--- src/hdl/noc_route_compute_top_macros.svh ---
// ----------------------------------------------------------------------------
// Assertion macros for the route computation block.
// Each macro expands to one labeled concurrent assertion clocked on the
// rising edge and disabled while reset is high.
// ----------------------------------------------------------------------------
`ifndef NOC_ROUTE_COMPUTE_TOP_MACROS_SVH
`define NOC_ROUTE_COMPUTE_TOP_MACROS_SVH

// The consequent must hold in the same cycle as the antecedent.
`define NRC_ASSERT_SAME(label, clk, rst, ante, cons, msg) \
  label: assert property (@(posedge clk) disable iff (rst) (ante) |-> (cons)) \
    else $error(msg);

// The consequent must hold in the cycle after the antecedent.
`define NRC_ASSERT_NEXT(label, clk, rst, ante, cons, msg) \
  label: assert property (@(posedge clk) disable iff (rst) (ante) |=> (cons)) \
    else $error(msg);

`endif

--- src/hdl/nrc_pkg.sv ---
`timescale 1ns / 1ps
// ----------------------------------------------------------------------------
// nrc_pkg
// Shared widths, codes and beat types of the route computation block.
// ----------------------------------------------------------------------------
`default_nettype none

package nrc_pkg;

  // Field widths.
  localparam int COORD_BITS     = 4;
  localparam int ALG_BITS       = 3;
  localparam int RING_BITS      = 5;
  localparam int PORT_BITS      = 3;
  localparam int VC_BITS        = 2;
  localparam int LEVEL_BITS     = 8;
  localparam int NUM_VCS        = 4;
  localparam int CFG_INDEX_BITS = 3;
  localparam int CFG_DATA_BITS  = 5;
  localparam int OFF_BITS       = COORD_BITS + 1;
  localparam int CNT_BITS       = $clog2(NUM_VCS);

  // Output port codes.
  localparam logic [PORT_BITS-1:0] PORT_EJECT = 3'd0;
  localparam logic [PORT_BITS-1:0] PORT_MX    = 3'd1;
  localparam logic [PORT_BITS-1:0] PORT_PX    = 3'd2;
  localparam logic [PORT_BITS-1:0] PORT_MY    = 3'd3;
  localparam logic [PORT_BITS-1:0] PORT_PY    = 3'd4;
  localparam logic [PORT_BITS-1:0] PORT_MZ    = 3'd5;
  localparam logic [PORT_BITS-1:0] PORT_PZ    = 3'd6;

  // Virtual channel codes.
  localparam logic [VC_BITS-1:0] VC0 = 2'd0;
  localparam logic [VC_BITS-1:0] VC1 = 2'd1;
  localparam logic [VC_BITS-1:0] VC2 = 2'd2;
  localparam logic [VC_BITS-1:0] VC3 = 2'd3;

  // Routing algorithm codes.
  localparam logic [ALG_BITS-1:0] ALG_XY       = 3'd0;
  localparam logic [ALG_BITS-1:0] ALG_TORUS_XY = 3'd1;
  localparam logic [ALG_BITS-1:0] ALG_ADAPT_VN = 3'd2;
  localparam logic [ALG_BITS-1:0] ALG_TURN     = 3'd3;
  localparam logic [ALG_BITS-1:0] ALG_XYZ      = 3'd4;

  // Configuration register indexes.
  localparam logic [CFG_INDEX_BITS-1:0] REG_NODE_X    = 3'd0;
  localparam logic [CFG_INDEX_BITS-1:0] REG_NODE_Y    = 3'd1;
  localparam logic [CFG_INDEX_BITS-1:0] REG_NODE_Z    = 3'd2;
  localparam logic [CFG_INDEX_BITS-1:0] REG_ALGORITHM = 3'd3;
  localparam logic [CFG_INDEX_BITS-1:0] REG_RING_SIZE = 3'd4;

  localparam logic [RING_BITS-1:0] RING_SIZE_RESET = 5'd16;

  // Request beat.
  typedef struct packed {
    logic [COORD_BITS-1:0] dest_x;
    logic [COORD_BITS-1:0] dest_y;
    logic [COORD_BITS-1:0] dest_z;
    logic [PORT_BITS-1:0]  req_port_in;
    logic [VC_BITS-1:0]    req_vc_in;
    logic [LEVEL_BITS-1:0] level_mx_vc0;
    logic [LEVEL_BITS-1:0] level_px_vc0;
    logic [LEVEL_BITS-1:0] level_px_vc1;
    logic [LEVEL_BITS-1:0] level_my_vc0;
    logic [LEVEL_BITS-1:0] level_my_vc2;
    logic [LEVEL_BITS-1:0] level_py_vc0;
    logic [LEVEL_BITS-1:0] level_py_vc3;
  } in_beat_t;

  // Candidate beat.
  typedef struct packed {
    logic [PORT_BITS-1:0] out_port;
    logic [VC_BITS-1:0]   out_vc;
    logic [PORT_BITS-1:0] req_port;
    logic [VC_BITS-1:0]   req_vc;
    logic                 last;
  } out_beat_t;

  // Configuration register set.
  typedef struct packed {
    logic [COORD_BITS-1:0] node_x;
    logic [COORD_BITS-1:0] node_y;
    logic [COORD_BITS-1:0] node_z;
    logic [ALG_BITS-1:0]   algorithm;
    logic [RING_BITS-1:0]  ring_size;
  } cfg_t;

  // Occupancy comparisons used by the adaptive modes.
  typedef struct packed {
    logic my2_gt_mx0;
    logic my2_gt_px1;
    logic py3_gt_mx0;
    logic py3_gt_px1;
    logic my0_gt_mx0;
    logic py0_gt_mx0;
    logic py0_gt_px0;
  } cmp_t;

  // First stage result: signed offsets and comparisons.
  typedef struct packed {
    logic signed [OFF_BITS-1:0] xo;
    logic signed [OFF_BITS-1:0] yo;
    logic signed [OFF_BITS-1:0] zo;
    cmp_t                       cmp;
    logic [PORT_BITS-1:0]       req_port;
    logic [VC_BITS-1:0]         req_vc;
  } off_t;

  // Second stage result: chosen port, first VC and whether all VCs follow.
  typedef struct packed {
    logic [PORT_BITS-1:0] port;
    logic [VC_BITS-1:0]   vc;
    logic                 all_vcs;
    logic [PORT_BITS-1:0] req_port;
    logic [VC_BITS-1:0]   req_vc;
  } route_t;

endpackage

`default_nettype wire

--- src/hdl/nrc_offset.sv ---
`timescale 1ns / 1ps
// ----------------------------------------------------------------------------
// nrc_offset
// First pipeline stage: coordinate offsets and occupancy comparisons.
// ----------------------------------------------------------------------------
`default_nettype none

module nrc_offset (
  input  wire logic              clk,
  input  wire logic              rst,
  input  wire nrc_pkg::cfg_t     cfg,
  input  wire logic              in_valid,
  output logic                   in_stall,
  input  wire nrc_pkg::in_beat_t in_data,
  output logic                   out_valid,
  input  wire logic              out_stall,
  output nrc_pkg::off_t          out_data
);

  logic          ready;
  nrc_pkg::off_t stage_next;

  assign ready    = !out_valid || !out_stall;
  assign in_stall = !ready;

  // Offsets are one bit wider than the coordinates so the sign survives.
  always_comb begin
    stage_next.xo = $signed({1'b0, in_data.dest_x}) - $signed({1'b0, cfg.node_x});
    stage_next.yo = $signed({1'b0, in_data.dest_y}) - $signed({1'b0, cfg.node_y});
    stage_next.zo = $signed({1'b0, in_data.dest_z}) - $signed({1'b0, cfg.node_z});
    stage_next.cmp.my2_gt_mx0 = in_data.level_my_vc2 > in_data.level_mx_vc0;
    stage_next.cmp.my2_gt_px1 = in_data.level_my_vc2 > in_data.level_px_vc1;
    stage_next.cmp.py3_gt_mx0 = in_data.level_py_vc3 > in_data.level_mx_vc0;
    stage_next.cmp.py3_gt_px1 = in_data.level_py_vc3 > in_data.level_px_vc1;
    stage_next.cmp.my0_gt_mx0 = in_data.level_my_vc0 > in_data.level_mx_vc0;
    stage_next.cmp.py0_gt_mx0 = in_data.level_py_vc0 > in_data.level_mx_vc0;
    stage_next.cmp.py0_gt_px0 = in_data.level_py_vc0 > in_data.level_px_vc0;
    stage_next.req_port = in_data.req_port_in;
    stage_next.req_vc   = in_data.req_vc_in;
  end

  // Stage valid bit.
  always_ff @(posedge clk) begin
    if (rst) begin
      out_valid <= 1'b0;
    end else if (ready) begin
      out_valid <= in_valid;
    end
  end

  // Stage payload.
  always_ff @(posedge clk) begin
    if (ready && in_valid) begin
      out_data <= stage_next;
    end
  end

endmodule

`default_nettype wire

--- src/hdl/nrc_decide.sv ---
`timescale 1ns / 1ps
// ----------------------------------------------------------------------------
// nrc_decide
// Second pipeline stage: picks the output port and VC for each algorithm.
// ----------------------------------------------------------------------------
`default_nettype none

module nrc_decide (
  input  wire logic              clk,
  input  wire logic              rst,
  input  wire nrc_pkg::cfg_t     cfg,
  input  wire logic              in_valid,
  output logic                   in_stall,
  input  wire nrc_pkg::off_t     in_data,
  output logic                   out_valid,
  input  wire logic              out_stall,
  output nrc_pkg::route_t        out_data
);

  logic                            ready;
  nrc_pkg::route_t                 route_next;
  logic                            is3d;
  logic                            x_neg, y_neg, z_neg;
  logic                            x_zero, y_zero, z_zero;
  logic [nrc_pkg::COORD_BITS-1:0]  x_abs, y_abs;
  logic                            x_near, y_near;

  assign ready    = !out_valid || !out_stall;
  assign in_stall = !ready;

  // Sign, zero and half-ring tests on the offsets.
  always_comb begin
    is3d   = cfg.algorithm == nrc_pkg::ALG_XYZ;
    x_neg  = in_data.xo[nrc_pkg::OFF_BITS-1];
    y_neg  = in_data.yo[nrc_pkg::OFF_BITS-1];
    z_neg  = in_data.zo[nrc_pkg::OFF_BITS-1];
    x_zero = in_data.xo == '0;
    y_zero = in_data.yo == '0;
    z_zero = in_data.zo == '0;
    x_abs  = x_neg ? nrc_pkg::COORD_BITS'(-in_data.xo) : nrc_pkg::COORD_BITS'(in_data.xo);
    y_abs  = y_neg ? nrc_pkg::COORD_BITS'(-in_data.yo) : nrc_pkg::COORD_BITS'(in_data.yo);
    // The magnitude fits in the coordinate width, so doubling it fits in five bits.
    x_near = {x_abs, 1'b0} <= cfg.ring_size;
    y_near = {y_abs, 1'b0} <= cfg.ring_size;
  end

  // Route selection.
  always_comb begin
    route_next.port     = nrc_pkg::PORT_EJECT;
    route_next.vc       = nrc_pkg::VC0;
    route_next.all_vcs  = 1'b0;
    route_next.req_port = in_data.req_port;
    route_next.req_vc   = in_data.req_vc;
    if (x_zero && y_zero && (!is3d || z_zero)) begin
      route_next.port = nrc_pkg::PORT_EJECT;
    end else begin
      unique case (cfg.algorithm)
        nrc_pkg::ALG_TORUS_XY: begin
          // Short way round the ring, with the dateline VC by direction.
          if (x_neg) begin
            route_next.port = x_near ? nrc_pkg::PORT_MX : nrc_pkg::PORT_PX;
            route_next.vc   = nrc_pkg::VC0;
          end else if (!x_zero) begin
            route_next.port = x_near ? nrc_pkg::PORT_PX : nrc_pkg::PORT_MX;
            route_next.vc   = nrc_pkg::VC1;
          end else if (y_neg) begin
            route_next.port = y_near ? nrc_pkg::PORT_MY : nrc_pkg::PORT_PY;
            route_next.vc   = nrc_pkg::VC0;
          end else begin
            route_next.port = y_near ? nrc_pkg::PORT_PY : nrc_pkg::PORT_MY;
            route_next.vc   = nrc_pkg::VC1;
          end
        end
        nrc_pkg::ALG_ADAPT_VN: begin
          // Each direction owns one VC; a tie picks the x port.
          if (x_zero) begin
            route_next.port = y_neg ? nrc_pkg::PORT_MY : nrc_pkg::PORT_PY;
            route_next.vc   = y_neg ? nrc_pkg::VC2 : nrc_pkg::VC3;
          end else if (y_zero) begin
            route_next.port = x_neg ? nrc_pkg::PORT_MX : nrc_pkg::PORT_PX;
            route_next.vc   = x_neg ? nrc_pkg::VC0 : nrc_pkg::VC1;
          end else if (y_neg && x_neg) begin
            route_next.port = in_data.cmp.my2_gt_mx0 ? nrc_pkg::PORT_MY : nrc_pkg::PORT_MX;
            route_next.vc   = in_data.cmp.my2_gt_mx0 ? nrc_pkg::VC2 : nrc_pkg::VC0;
          end else if (y_neg) begin
            route_next.port = in_data.cmp.my2_gt_px1 ? nrc_pkg::PORT_MY : nrc_pkg::PORT_PX;
            route_next.vc   = in_data.cmp.my2_gt_px1 ? nrc_pkg::VC2 : nrc_pkg::VC1;
          end else if (x_neg) begin
            route_next.port = in_data.cmp.py3_gt_mx0 ? nrc_pkg::PORT_PY : nrc_pkg::PORT_MX;
            route_next.vc   = in_data.cmp.py3_gt_mx0 ? nrc_pkg::VC3 : nrc_pkg::VC0;
          end else begin
            route_next.port = in_data.cmp.py3_gt_px1 ? nrc_pkg::PORT_PY : nrc_pkg::PORT_PX;
            route_next.vc   = in_data.cmp.py3_gt_px1 ? nrc_pkg::VC3 : nrc_pkg::VC1;
          end
        end
        nrc_pkg::ALG_TURN: begin
          // Turn model on VC 0; the +x, -y quadrant always goes +x.
          route_next.vc = nrc_pkg::VC0;
          if (x_zero) begin
            route_next.port = y_neg ? nrc_pkg::PORT_MY : nrc_pkg::PORT_PY;
          end else if (y_zero) begin
            route_next.port = x_neg ? nrc_pkg::PORT_MX : nrc_pkg::PORT_PX;
          end else if (y_neg && x_neg) begin
            route_next.port = in_data.cmp.my0_gt_mx0 ? nrc_pkg::PORT_MY : nrc_pkg::PORT_MX;
          end else if (y_neg) begin
            route_next.port = nrc_pkg::PORT_PX;
          end else if (x_neg) begin
            route_next.port = in_data.cmp.py0_gt_mx0 ? nrc_pkg::PORT_PY : nrc_pkg::PORT_MX;
          end else begin
            route_next.port = in_data.cmp.py0_gt_px0 ? nrc_pkg::PORT_PY : nrc_pkg::PORT_PX;
          end
        end
        default: begin
          // Dimension order (z, then y, then x) offering every VC of the port.
          route_next.all_vcs = 1'b1;
          if (is3d && !z_zero) begin
            route_next.port = z_neg ? nrc_pkg::PORT_MZ : nrc_pkg::PORT_PZ;
          end else if (!y_zero) begin
            route_next.port = y_neg ? nrc_pkg::PORT_MY : nrc_pkg::PORT_PY;
          end else begin
            route_next.port = x_neg ? nrc_pkg::PORT_MX : nrc_pkg::PORT_PX;
          end
        end
      endcase
    end
  end

  // Stage valid bit.
  always_ff @(posedge clk) begin
    if (rst) begin
      out_valid <= 1'b0;
    end else if (ready) begin
      out_valid <= in_valid;
    end
  end

  // Stage payload.
  always_ff @(posedge clk) begin
    if (ready && in_valid) begin
      out_data <= route_next;
    end
  end

endmodule

`default_nettype wire

--- src/hdl/nrc_expand.sv ---
`timescale 1ns / 1ps
// ----------------------------------------------------------------------------
// nrc_expand
// Output stage: turns one route into one or several candidate beats.
// ----------------------------------------------------------------------------
`default_nettype none

module nrc_expand (
  input  wire logic              clk,
  input  wire logic              rst,
  input  wire logic              in_valid,
  output logic                   in_stall,
  input  wire nrc_pkg::route_t   in_data,
  output logic                   out_valid,
  input  wire logic              out_stall,
  output nrc_pkg::out_beat_t     out_data
);

  logic [nrc_pkg::PORT_BITS-1:0] port;
  logic [nrc_pkg::VC_BITS-1:0]   vc;
  logic [nrc_pkg::CNT_BITS-1:0]  remain;
  logic [nrc_pkg::PORT_BITS-1:0] req_port;
  logic [nrc_pkg::VC_BITS-1:0]   req_vc;
  logic                          take;
  logic                          is_last;
  logic                          ready;

  assign is_last  = remain == '0;
  assign take     = out_valid && !out_stall;
  assign ready    = !out_valid || (take && is_last);
  assign in_stall = !ready;

  assign out_data.out_port = port;
  assign out_data.out_vc   = vc;
  assign out_data.req_port = req_port;
  assign out_data.req_vc   = req_vc;
  assign out_data.last     = is_last;

  // Valid bit and beat counter.
  always_ff @(posedge clk) begin
    if (rst) begin
      out_valid <= 1'b0;
      remain    <= '0;
    end else if (ready) begin
      out_valid <= in_valid;
      remain    <= in_data.all_vcs ? nrc_pkg::CNT_BITS'(nrc_pkg::NUM_VCS - 1) : '0;
    end else if (take) begin
      remain <= remain - 1'b1;
    end
  end

  // Candidate payload; the VC steps up once per beat taken.
  always_ff @(posedge clk) begin
    if (ready && in_valid) begin
      port     <= in_data.port;
      vc       <= in_data.vc;
      req_port <= in_data.req_port;
      req_vc   <= in_data.req_vc;
    end else if (take && !is_last) begin
      vc <= vc + 1'b1;
    end
  end

endmodule

`default_nettype wire

--- src/hdl/noc_route_compute_top.sv ---
`timescale 1ns / 1ps
// ----------------------------------------------------------------------------
// noc_route_compute_top
// Route computation for a mesh or torus router: one header request in, one
// to four candidate (output port, VC) beats out.
// ----------------------------------------------------------------------------
//  Channel   Direction  Handshake              Payload
//  in        input      in_valid / in_stall    nrc_pkg::in_beat_t
//  out       output     out_valid / out_stall  nrc_pkg::out_beat_t
//  cfg       input      cfg_wr_en              cfg_index, cfg_wdata
//
//  A request passes the offset, decide and expand registers to its first beat.
//  Non-eject XY, XYZ and unused-code requests give four beats, others one;
//  the output register sends one beat per cycle while out_stall is low.
//  A new request is accepted every cycle while the last stage keeps up.
//  Reset clears the stage valid bits and loads the register reset values.
//  A stall on the output backs up stage by stage; no beat is lost or repeated.
// ----------------------------------------------------------------------------
`default_nettype none

`include "noc_route_compute_top_macros.svh"

module noc_route_compute_top (
  input  wire logic                                  clk,
  input  wire logic                                  rst,
  input  wire logic                                  cfg_wr_en,
  input  wire logic [nrc_pkg::CFG_INDEX_BITS-1:0]    cfg_index,
  input  wire logic [nrc_pkg::CFG_DATA_BITS-1:0]     cfg_wdata,
  input  wire logic                                  in_valid,
  output logic                                       in_stall,
  input  wire nrc_pkg::in_beat_t                     in_data,
  output logic                                       out_valid,
  input  wire logic                                  out_stall,
  output nrc_pkg::out_beat_t                         out_data
);

  nrc_pkg::cfg_t   cfg;
  logic            off_valid;
  logic            off_stall;
  nrc_pkg::off_t   off_data;
  logic            route_valid;
  logic            route_stall;
  nrc_pkg::route_t route_data;

  // Configuration registers.
  always_ff @(posedge clk) begin
    if (rst) begin
      cfg.node_x    <= '0;
      cfg.node_y    <= '0;
      cfg.node_z    <= '0;
      cfg.algorithm <= nrc_pkg::ALG_XY;
      cfg.ring_size <= nrc_pkg::RING_SIZE_RESET;
    end else if (cfg_wr_en) begin
      unique case (cfg_index)
        nrc_pkg::REG_NODE_X:    cfg.node_x    <= cfg_wdata[nrc_pkg::COORD_BITS-1:0];
        nrc_pkg::REG_NODE_Y:    cfg.node_y    <= cfg_wdata[nrc_pkg::COORD_BITS-1:0];
        nrc_pkg::REG_NODE_Z:    cfg.node_z    <= cfg_wdata[nrc_pkg::COORD_BITS-1:0];
        nrc_pkg::REG_ALGORITHM: cfg.algorithm <= cfg_wdata[nrc_pkg::ALG_BITS-1:0];
        nrc_pkg::REG_RING_SIZE: cfg.ring_size <= cfg_wdata[nrc_pkg::RING_BITS-1:0];
        default: begin
        end
      endcase
    end
  end

  // Stage 1: offsets and occupancy comparisons.
  nrc_offset u_offset (
    .clk       (clk),
    .rst       (rst),
    .cfg       (cfg),
    .in_valid  (in_valid),
    .in_stall  (in_stall),
    .in_data   (in_data),
    .out_valid (off_valid),
    .out_stall (off_stall),
    .out_data  (off_data)
  );

  // Stage 2: route decision.
  nrc_decide u_decide (
    .clk       (clk),
    .rst       (rst),
    .cfg       (cfg),
    .in_valid  (off_valid),
    .in_stall  (off_stall),
    .in_data   (off_data),
    .out_valid (route_valid),
    .out_stall (route_stall),
    .out_data  (route_data)
  );

  // Stage 3: candidate beats.
  nrc_expand u_expand (
    .clk       (clk),
    .rst       (rst),
    .in_valid  (route_valid),
    .in_stall  (route_stall),
    .in_data   (route_data),
    .out_valid (out_valid),
    .out_stall (out_stall),
    .out_data  (out_data)
  );

  // A taken beat that is not the last is followed by another beat.
  `NRC_ASSERT_NEXT(a_more_beats, clk, rst, out_valid && !out_stall && !out_data.last, out_valid, "candidate list ended without a last beat")

  // Later beats of a request stay on the port and step the VC by one.
  `NRC_ASSERT_NEXT(a_vc_step, clk, rst, out_valid && !out_stall && !out_data.last, (out_data.out_port == $past(out_data.out_port)) && (out_data.out_vc == nrc_pkg::VC_BITS'($past(out_data.out_vc) + 1'b1)), "multi-beat request changed port or skipped a VC")

  // Local eject is always a single beat on VC 0.
  `NRC_ASSERT_SAME(a_eject_single, clk, rst, out_valid && (out_data.out_port == nrc_pkg::PORT_EJECT), out_data.last && (out_data.out_vc == nrc_pkg::VC0), "eject candidate is not a single VC 0 beat")

endmodule

`default_nettype wire

--- config.mk ---
export PLATFORM = sky130hd
export DESIGN_NAME = noc_route_compute_top
export DESIGN_NICKNAME = d
export VERILOG_FILES = /design/src/hdl/nrc_pkg.sv /design/src/hdl/nrc_offset.sv /design/src/hdl/nrc_decide.sv /design/src/hdl/nrc_expand.sv /design/src/hdl/noc_route_compute_top.sv
export VERILOG_INCLUDE_DIRS = /design/src /design/src/hdl
export SDC_FILE = /design/constraint.sdc
export NUM_CORES = 1
export LEC_CHECK = 0
export ABC_AREA = 0
export BUFFER_PORTS_ARGS = -buffer_cell sky130_fd_sc_hd__buf_2
export CORE_UTILIZATION = 56
export DETAILED_ROUTE_END_ITERATION = 7
export PLACE_DENSITY = 0.92
export RECOVER_POWER = 100
export REMOVE_ABC_BUFFERS = 1
export SYNTH_ARGS = -nofsm -noshare
export SYNTH_HDL_FRONTEND = slang
export SYNTH_SLANG_ARGS = --single-unit
export TNS_END_PERCENT = 1
--- constraint.sdc ---
create_clock -name clk -period 3.3 [get_ports clk]
set_input_delay 0.66 -clock clk [delete_from_list [all_inputs] [get_ports clk]]
set_output_delay 0.66 -clock clk [all_outputs]
set_load 0.1 [all_outputs]
==> run_results.csv, run 1 <==
group,metric,value,unit
timing,final_max_slew_viol_count,0,
global_routing,grt_pass1_vias,4409,
clock_network,cts_setup_buffers,0,
floorplan,io_pins,99,
critical_path,cp_max_fo,5,
final_layout,syn2layout_area_growth,16.06,%
placement,dp_slack,787.1,ps
pwr,p_leak,2.699,nW
final_layout,drive_gt1_share,16.72,%
clock_network,worstSkewPairLatency,350,ps
run,drv_cap,0,
global_routing,grtUsageTotal,24.83,%
timing,finalCritPeriodShare,80.80,%
min_path,hold_start,"u_decide.out_data[3]$_DFFE_PP_",
detailed_routing,drt-vias-per-instance,5.632,
pwr,p_total,2.382,mW
critical_path,critical_path_arrival,2010,ps
clock_network,path_clk_slew,70,ps
detailed_routing,wl_met1,4424,um
final_layout,antenna_cells,0,
detailed_routing,postRouteAntennaNets,0,
synth,synth.top_cell.area_share,28.74,%
synth,synth_common_cells,"ha_1, inv_1, nor2_1",
clock_network,clock_path_buffers,2,
floorplan,die_width,96.64,um
clock_network,numCtsBuffers,9,
detailed_routing,top_layer,"met4",
floorplan,row_count,34,
clock_network,clock-root-buffer,"clkbuf_8",
critical_path,endpoint_kind,"primary output",
floorplan,core,8678,sq um
detailed_routing,drcViolationCount,0,
placement,io_buffer_count,98,
detailed_routing,avgRoutedWirePerCell,15.13,um
synth,synth.area.top_cells,"edfxtp_1, ha_1, dfxtp_1",
outcome,status,"complete, no violations",
floorplan,dieArea,9339,sq um
timing,fmax,375.0,MHz
global_routing,grt_max_degree,28,
detailed_routing,vias,4111,
synth,syn_inst,514,
synth,yosys.area.top_type,"edfxtp_1",
detailed_routing,routed-wl-met2,5762,um
timing,setup_slack,633.6,ps
pwr,p_per_area,409.2,nW/um^2
timing,holdWs,417.0,ps
critical_path,crit_type,"reg -> out",
final_layout,fin_nets,785,
synth,avgSynthCellArea,9.759,sq um
placement,placed_cell_area,5630,sq um
final_layout,fin_area,5822,sq um
synth,synth_edf_count,48,
critical_path,cp-start-kind,"flip-flop",
pwr,ir_drop,0.0003881,V
global_routing,overflow,0,
critical_path,slowest_delay,450,ps
global_routing,antenna_found_initial,0,
synth,syn_area,5016,sq um
critical_path,worstPathRequired,2640,ps
final_layout,nFillCells,672,
timing,worstMarginPinSlew,1383,ps
timing,rsz0062_at_grt,"false",
critical_path,slowest_stage,"clkbuf_2",
placement,hpwlAfterDp,8878,um
placement,gp_congestion,0.9420,
detailed_routing,wl_met3,544,um
global_routing,grt_pass1_wl,18930,um
synth,synth_ff_type,"edfxtp_1",
critical_path,crit_start,"u_expand.remain[0]$_SDFFE_PP0P_",
timing,skew,6.242,ps
detailed_routing,drtPass1Iterations,5,
critical_path,crit_path_frequent_cell,"inv_1",
floorplan,start_util,57.80,%
critical_path,crit_buf_inv,4,
timing,fin_setup_tns,0,ps
critical_path,cp_cell_sequence,"inv_1 -> ha_1 -> inv_1 -> o21a_1 -> nand3_1 -> inv_1 -> clkbuf_2",
synth,synth-seq-cells,73,
synth,ys_seq_area_share,38.71,%
synth,synth.distinct_cells,49,
clock_network,cts_resized,0,
clock_network,cts_tree,"yes",
timing,fin_crit,2666,ps
timing,setup_viol,0,
timing,relSlewSlack,7.823,%
min_path,worstHoldPathType,"reg -> reg",
timing,hold_viol_final,0,
clock_network,cts_sinks,73,
detailed_routing,wl,11050,um
detailed_routing,first_iter_violations,242,
synth,async_flop_share,0,%
critical_path,critical_path.top_delay_family,"buffers and inverters",
synth,yosysMostFrequentCell,"ha_1",
critical_path,reg2reg_from,"u_expand.remain[0]$_SDFFE_PP0P_",
clock_network,holdBufCountCts,0,
floorplan,die_h,96.64,um
clock_network,htree_num_levels,3,
synth,yosys_warnings,0,
layout make-up:
class	count	area [sq um]	area share [%]
multi-input cells	361	2753	47.28
flip-flops and latches	73	1942	33.35
repair buffers	102	494.2	8.489
inverters	70	262.8	4.513
well taps	108	135.1	2.321
clock buffers	11	131.4	2.257
clock inverters	5	103.9	1.784
per-stage QoR:
step / cells / util [%]
global placement: 714 / 64.88
finish: 730 / 67.08
global route: 730 / 67.08
detailed placement: 714 / 64.88
CTS: 730 / 67.59
floorplan: 504 / -
path summary, 6_finish.rpt:
kind	end	slack, ps	depth (start not counted)
worst max register to register	u_offset.out_data[0]$_DFFE_PP_	640	8
worst max-delay path	in_stall	630	7
worst min register to register	u_expand.req_port[1]$_DFFE_PP_	420	0
worst min-delay path	u_expand.req_port[1]$_DFFE_PP_	420	0
cell families (layout without fill, tap and decap cells):
logic type      after synthesis  count (layout)  synth area share (%)
flops                        73              73                 38.71
xor+xnor                     12              12                 2.095
mux                          20              20                 4.240
fa+ha+maj                    82              82                 20.90
simple gates                130             130                 13.00
buf+inv                      80             188                 6.111
compound gates              117             117                 14.94
where the power goes:
| part | internal [mW] | switching, mW |
|---|---|---|
| combinational | 0.212 | 0.294 |
| sequential | 1.03 | 0.0302 |
| clock | 0.503 | 0.311 |
worst register-to-register path, stage by stage, from the launching register on:
cell      delay, ps
dfxtp_1         340
inv_1            60
ha_1            210
inv_1           110
o21a_1          220
nand3_1         110
inv_1            60
nor2_1          120
clkbuf_1       1020
registers in the layout, indices dropped and copies added, names as in the netlist:
name / flops
u_expand.remain: 2
u_decide.out_valid: 1
u_expand.req_vc: 2
u_decide.out_data: 11
u_expand.port: 3
u_expand.vc: 2
u_offset.out_valid: 1
u_offset.out_data: 27
cfg: 20
u_expand.out_valid: 1
u_expand.req_port: 3
placed cells by master (no fill, tap or decap), types with 10 or more instances in the layout:
cell / Yosys / layout
a21oi_1: 43 / 43
nand2b_1: 10 / 10
nor2_1: 53 / 53
o21ai_0: 15 / 15
buf_2: 2 / 82
dfxtp_1: 25 / 25
inv_1: 70 / 70
clkbuf_1: 4 / 19
o21a_1: 10 / 10
mux2i_1: 19 / 19
a21o_1: 16 / 16
xnor2_1: 12 / 12
ha_1: 79 / 79
nand2_1: 22 / 22
nand3_1: 10 / 10
edfxtp_1: 48 / 48
metal layers:
layer / vias up / track usage (%)
met4: 0 / 11.02
met3: 40 / 5.202
met5: - / 0
met1: 1896 / 27.30
met2: 139 / 45.67
li1: 2036 / -
(Power assumes the default switching activity.)
==> run 2: changes to the inputs <==
--- a/config.mk
+++ b/config.mk
@@ -8,9 +8,9 @@
 export LEC_CHECK = 0
 export ABC_AREA = 0
 export BUFFER_PORTS_ARGS = -buffer_cell sky130_fd_sc_hd__buf_2
-export CORE_UTILIZATION = 56
+export CORE_UTILIZATION = 51
 export DETAILED_ROUTE_END_ITERATION = 7
-export PLACE_DENSITY = 0.92
+export PLACE_DENSITY = 0.89
 export RECOVER_POWER = 100
 export REMOVE_ABC_BUFFERS = 1
 export SYNTH_ARGS = -nofsm -noshare
==> constraint.sdc (replaced) <==
create_clock -name clk -period 2.1 [get_ports clk]
set_input_delay 0.42 -clock clk [delete_from_list [all_inputs] [get_ports clk]]
set_output_delay 0.42 -clock clk [all_outputs]
set_load 0.1 [all_outputs]
==> run 2 against run 1 <==
Net effect:
- the run now ends with negative setup slack left
- combinational power rose by 66%
- utilization fell by 3.6 points
- flip-flop and latch count did not move
- clock power up 36%
- final area rose by 2.1%
- count of clock-buffer cells in the layout down 2
==> run_results.csv, run 2 (synthesis gave the netlist of run 1 again) <==
group,metric,value,unit
detailed_routing,postRouteAntennaNets,0,
final_layout,antenna_cells,0,
final_layout,layout_common_cells,"buf_2, ha_1, inv_1, nor2_1, edfxtp_1",
global_routing,overflow,0,
clock_network,clock_path_buffers,2,
critical_path,cp_max_fo,4,
placement,dp_slack,-453.8,ps
critical_path,worstPathRequired,2210,ps
global_routing,grt_pass1_wl,18290,um
floorplan,core,9371,sq um
global_routing,grtUsageTotal,22.97,%
clock_network,path_clk_slew,80,ps
critical_path,endpoint_kind,"flip-flop",
critical_path,crit_type,"reg -> reg",
detailed_routing,avgRoutedWirePerCell,14.47,um
timing,fmax,439.4,MHz
global_routing,grt_max_degree,28,
critical_path,crit_start,"u_offset.out_data[17]$_DFFE_PP_",
timing,rsz0062_at_grt,"true",
clock_network,cts_sinks,73,
outcome,status,"finished, violations left",
outcome,violations,"negative setup slack",
pwr,p_total,3.615,mW
final_layout,largest-register,"u_offset.out_data",
final_layout,fin_nets,794,
detailed_routing,drt-vias-per-instance,5.486,
pwr,p_leak,2.778,nW
floorplan,start_util,53.52,%
floorplan,io_pins,99,
min_path,worstHoldPathType,"in -> reg",
timing,finalCritPeriodShare,108.4,%
pwr,p_per_area,607.9,nW/um^2
min_path,hold_start,"in_data[56]",
detailed_routing,wl,11000,um
timing,fin_crit,2276,ps
placement,hpwlAfterDp,8930,um
timing,hold_viol_final,0,
timing,setup_slack,-176.0,ps
clock_network,cts_tree,"yes",
detailed_routing,drtPass1Iterations,6,
final_layout,reg.largest.list,"u_offset.out_data x27, cfg x20, u_decide.out_data x11",
critical_path,critical_path_arrival,2390,ps
run,drv_cap,0,
floorplan,die_h,101.2,um
final_layout,final_common_cell,"buf_2",
final_layout,drive_gt1_share,21.55,%
global_routing,grt_pass1_vias,4290,
global_routing,antenna_found_initial,0,
critical_path,reg2reg_from,"u_offset.out_data[17]$_DFFE_PP_",
final_layout,largest_reg_flops,27,
detailed_routing,vias,4169,
timing,setup_viol,4,
placement,io_buffer_count,98,
detailed_routing,first_iter_violations,190,
clock_network,clock-root-buffer,"clkbuf_8",
clock_network,worstSkewPairLatency,360,ps
timing,worstMarginPinSlew,896.4,ps
floorplan,die_width,101.2,um
detailed_routing,drcViolationCount,0,
pwr,ir_drop,0.0003187,V
final_layout,syn2layout_area_growth,18.56,%
timing,final_max_slew_viol_count,0,
floorplan,dieArea,10240,sq um
timing,skew,6.875,ps
clock_network,htree_num_levels,3,
timing,relSlewSlack,39.78,%
clock_network,numCtsBuffers,9,
floorplan,row_count,35,
critical_path,cp-start-kind,"flip-flop",
placement,gp_congestion,0.9298,
run 2: through the flow:
stage / hold slack (ps) / instance area [sq um] / utilization [%] / TNS [ps] / instances
after floorplan: 400.3 / 4972 / - / -60860 / 504
final: 230.1 / 5947 / 63.46 / -548.5 / 760
after CTS: 225.6 / 5978 / 63.79 / -468.5 / 760
after detailed placement: 406.5 / 5752 / 61.38 / -1209 / 744
after global routing: 223.3 / 5947 / 63.46 / -1299 / 760
after global placement: 401.2 / 5752 / 61.38 / -755.8 / 744
run 2: final timing paths:
path | end | slack (ps) | depth (start not counted)
setup / recovery | u_decide.out_data[9]$_SDFFCE_PP0P_ | -180 | 10
hold / removal | u_offset.out_data[0]$_DFFE_PP_ | 230 | 1
setup reg to reg | u_decide.out_data[9]$_SDFFCE_PP0P_ | -180 | 10
hold reg to reg | u_expand.req_port[2]$_DFFE_PP_ | 430 | 0
run 2: final cells by class:
type | instances | area, sq um
fillers | 742 | 3425
multi-input cells | 361 | 2783
flip-flops and latches | 73 | 1942
repair buffers | 111 | 595.6
inverters | 70 | 262.8
well taps | 129 | 161.4
clock buffers | 9 | 123.9
clock inverters | 7 | 78.83
run 2: worst max-delay path, stage by stage (launching register included):
cell and delay [ps]:
edfxtp_1 390, inv_1 60, ha_1 280, nand2_1 70, o21ai_0 90, ha_1 310, nand2_1 100, o31ai_4 340
xnor2_1 110, o2111ai_1 200, nand2_1 80
run 2: layer usage:
metal | global-route usage (%) | part of all wire, % | wire length [um] | vias to the layer above
li1 | - | - | - | 2059
met1 | 23.96 | 39 | 4329 | 1911
met2 | 42.28 | 52 | 5689 | 159
met3 | 4.417 | 5.4 | 596 | 40
met4 | 14.60 | 3.4 | 379 | 0
met5 | 0 | 0 | 0 | -
run 2: timing repair:
action | 4_1_cts | 5_1_grt
pin swaps | 1 | 0
hold buffers | 0 | 0
endpoints found under the setup margin | 4 | 4
gates resized for setup | 7 | 0
gates cloned | 0 | 0
setup buffers | 0 | 0
run 2: where the power goes:
group          internal [mW]  total [mW]  switching (mW)
Combinational          0.360       0.838           0.478
Clock                  0.559        1.11           0.550
Sequential              1.62        1.67          0.0476
Total                   2.54        3.61            1.08
==> run 3: changes to the inputs <==
--- a/config.mk
+++ b/config.mk
@@ -8,9 +8,10 @@
 export LEC_CHECK = 0
 export ABC_AREA = 0
 export BUFFER_PORTS_ARGS = -buffer_cell sky130_fd_sc_hd__buf_2
-export CORE_UTILIZATION = 51
+export CORE_UTILIZATION = 61
 export DETAILED_ROUTE_END_ITERATION = 7
-export PLACE_DENSITY = 0.89
+export GPL_TIMING_DRIVEN = 0
+export PLACE_DENSITY = 0.95
 export RECOVER_POWER = 100
 export REMOVE_ABC_BUFFERS = 1
 export SYNTH_ARGS = -nofsm -noshare
==> constraint.sdc (replaced) <==
create_clock -name clk -period 2.95 [get_ports clk]
set_input_delay 0.59 -clock clk [delete_from_list [all_inputs] [get_ports clk]]
set_output_delay 0.59 -clock clk [all_outputs]
set_load 0.1 [all_outputs]
==> run 3 against run 2 <==
Net effect:
- the flow finishes with violations (max-capacitance violations)
- total power is 29% lower
- flip-flop and latch count stayed put
- register-to-register slack better by 520 ps
- routed wire length is 3.4% higher
- clock skew hardly changed
- worst setup slack better by 480 ps
- first-iteration DRC count is 70% higher
- final area is 2.4% lower
- die area is 16% lower
- utilization is 10 points higher
- combinational power is 33% lower
- sequential share of layout area is 0.81 points higher
- critical path type is now reg -> out
- largest power group unchanged
==> run_results.csv, run 3 (synthesis gave the netlist of run 1 again) <==
group,metric,value,unit
placement,gp_congestion,0.8966,
timing,rsz0062_at_grt,"false",
detailed_routing,first_iter_violations,323,
timing,worstMarginPinSlew,1480,ps
pwr,seq_power_share,46.8,%
pwr,ir_drop,0.0004026,V
pwr,p_comb_share,22.0,%
placement,placed_cell_area,5620,sq um
timing,skew,7.347,ps
floorplan,core,7848,sq um
run,drv_cap,1,
clock_network,htree_num_levels,3,
timing,fin_setup_tns,0,ps
pwr,switching_power,0.7245,mW
final_layout,largest_reg_flops,27,
clock_network,clock_path_buffers,2,
min_path,hold_start,"u_decide.out_data[0]$_DFFE_PP_",
detailed_routing,drt-vias-per-instance,5.801,
final_layout,antenna_cells,0,
timing,finalCritPeriodShare,89.61,%
clock_network,worstSkewPairLatency,340,ps
placement,hpwlAfterDp,9016,um
detailed_routing,drcViolationCount,0,
timing,holdWs,424.8,ps
floorplan,row_count,32,
final_layout,drive_gt1_share,17.10,%
critical_path,cp_max_fo,5,
clock_network,cts_tree,"yes",
critical_path,crit_buf_inv,4,
final_layout,layout_common_cells,"buf_2, ha_1, inv_1, nor2_1, edfxtp_1",
placement,io_buffer_count,98,
detailed_routing,vias,4188,
global_routing,grtUsageTotal,27.90,%
pwr,clkPwrFrac,31.2,%
timing,fin_crit,2643,ps
clock_network,cts_resized,0,
final_layout,instances_no_fill,722,
critical_path,crit_start,"u_expand.remain[0]$_SDFFE_PP0P_",
critical_path,reg2reg_from,"u_offset.out_data[21]$_DFFE_PP_",
floorplan,io_pins,99,
critical_path,critical_path_arrival,2050,ps
timing,final_max_slew_viol_count,0,
final_layout,final_common_cell,"buf_2",
min_path,worstHoldPathType,"reg -> reg",
detailed_routing,postRouteAntennaNets,0,
critical_path,crit_type,"reg -> out",
global_routing,overflow,0,
critical_path,slowest_stage,"clkbuf_2",
clock_network,cts_sinks,73,
outcome,status,"finished, violations left",
final_layout,utilization,73.95,%
timing,setup_viol,0,
critical_path,slowest_delay,460,ps
final_layout,fin_area,5803,sq um
detailed_routing,drtPass1Iterations,4,
global_routing,grt_pass1_vias,4322,
outcome,violations,"max-capacitance violations",
critical_path,cp_cell_sequence,"inv_1 -> ha_1 -> inv_1 -> o21a_1 -> nand3_1 -> inv_1 -> clkbuf_2",
final_layout,fin_nets,783,
critical_path,cp-start-kind,"flip-flop",
pwr,p_leak,2.696,nW
final_layout,largest-register,"u_offset.out_data",
clock_network,numCtsBuffers,9,
clock_network,path_clk_slew,80,ps
floorplan,start_util,63.92,%
timing,fmax,378.3,MHz
critical_path,critical_path.top_delay_family,"buffers and inverters",
final_layout,reg.largest.list,"u_offset.out_data x27, cfg x20, u_decide.out_data x11",
global_routing,antenna_found_initial,0,
floorplan,die_h,92.68,um
timing,hold_viol_final,0,
global_routing,grt_max_degree,26,
timing,relSlewSlack,0.4368,%
critical_path,crit_path_frequent_cell,"inv_1",
floorplan,dieArea,8590,sq um
global_routing,grt_pass1_wl,18720,um
pwr,internal_power,1.834,mW
critical_path,worstPathRequired,2360,ps
final_layout,syn2layout_area_growth,15.69,%
floorplan,die_width,92.68,um
critical_path,endpoint_kind,"primary output",
clock_network,clock-root-buffer,"clkbuf_8",
pwr,p_per_area,440.8,nW/um^2
placement,dp.cells,705,
detailed_routing,wl,11360,um
detailed_routing,avgRoutedWirePerCell,15.74,um
pwr,switching_share,28.32,%
-- run 3: final timing paths --
check / cells after the start / to / slack [ps]
worst max-delay path: 7 / in_stall / 310
worst min-delay path: 0 / u_expand.req_vc[0]$_DFFE_PP_ / 420
worst max register to register: 8 / u_decide.out_data[8]$_SDFFCE_PP0P_ / 340
worst min register to register: 0 / u_expand.req_vc[0]$_DFFE_PP_ / 420
-- run 3: timing repair --
item / in CTS / in global routing
setup endpoints to repair: 0 / 3
setup buffers: 0 / 1
hold buffers: 0 / 0
-- run 3: final cells by class --
type / count / area (sq um)
repair buffers: 100 / 506.7
flip-flops and latches: 73 / 1942
well taps: 102 / 127.6
multi-input cells: 361 / 2758
clock inverters: 5 / 53.80
clock buffers: 11 / 152.6
inverters: 70 / 262.8
fillers: 576 / 2044
-- run 3: power by group through the flow --
stage,clock network [mW],registers (mW),logic (mW)
finish,0.798,1.20,0.564
global route,0.844,1.20,0.629
CTS,0.810,1.20,0.558
detailed placement,0,1.22,0.553
global placement,0,1.22,0.510
floorplan,0,1.25,0.338
-- run 3: stage by stage --
step           worst slack (ps)  power, mW
3_3_place_gp             -158.0      1.726
4_1_cts                   160.5      2.567
6_report                  306.6      2.558
2_1_floorplan            -921.2      1.586
5_1_grt                   151.5      2.675
3_5_place_dp              204.8      1.775
-- run 3: metal layers --
| metal | global-route usage (%) | part of all wire (%) | wire length, um |
|---|---|---|---|
| met3 | 4.680 | 4.7 | 531 |
| met1 | 29.56 | 40 | 4505 |
| met5 | 0 | 0 | 0 |
| met4 | 14.62 | 3.1 | 347 |
| met2 | 52.53 | 53 | 5980 |
-- run 3: worst reg2reg max path, cell delays in order, from the launching register on --
cell	delay [ps]
edfxtp_1	590
o31ai_1	170
xnor2_1	190
ha_1	340
nand2_1	60
o31ai_1	590
mux2i_1	260
nor2_1	70
a31oi_1	190
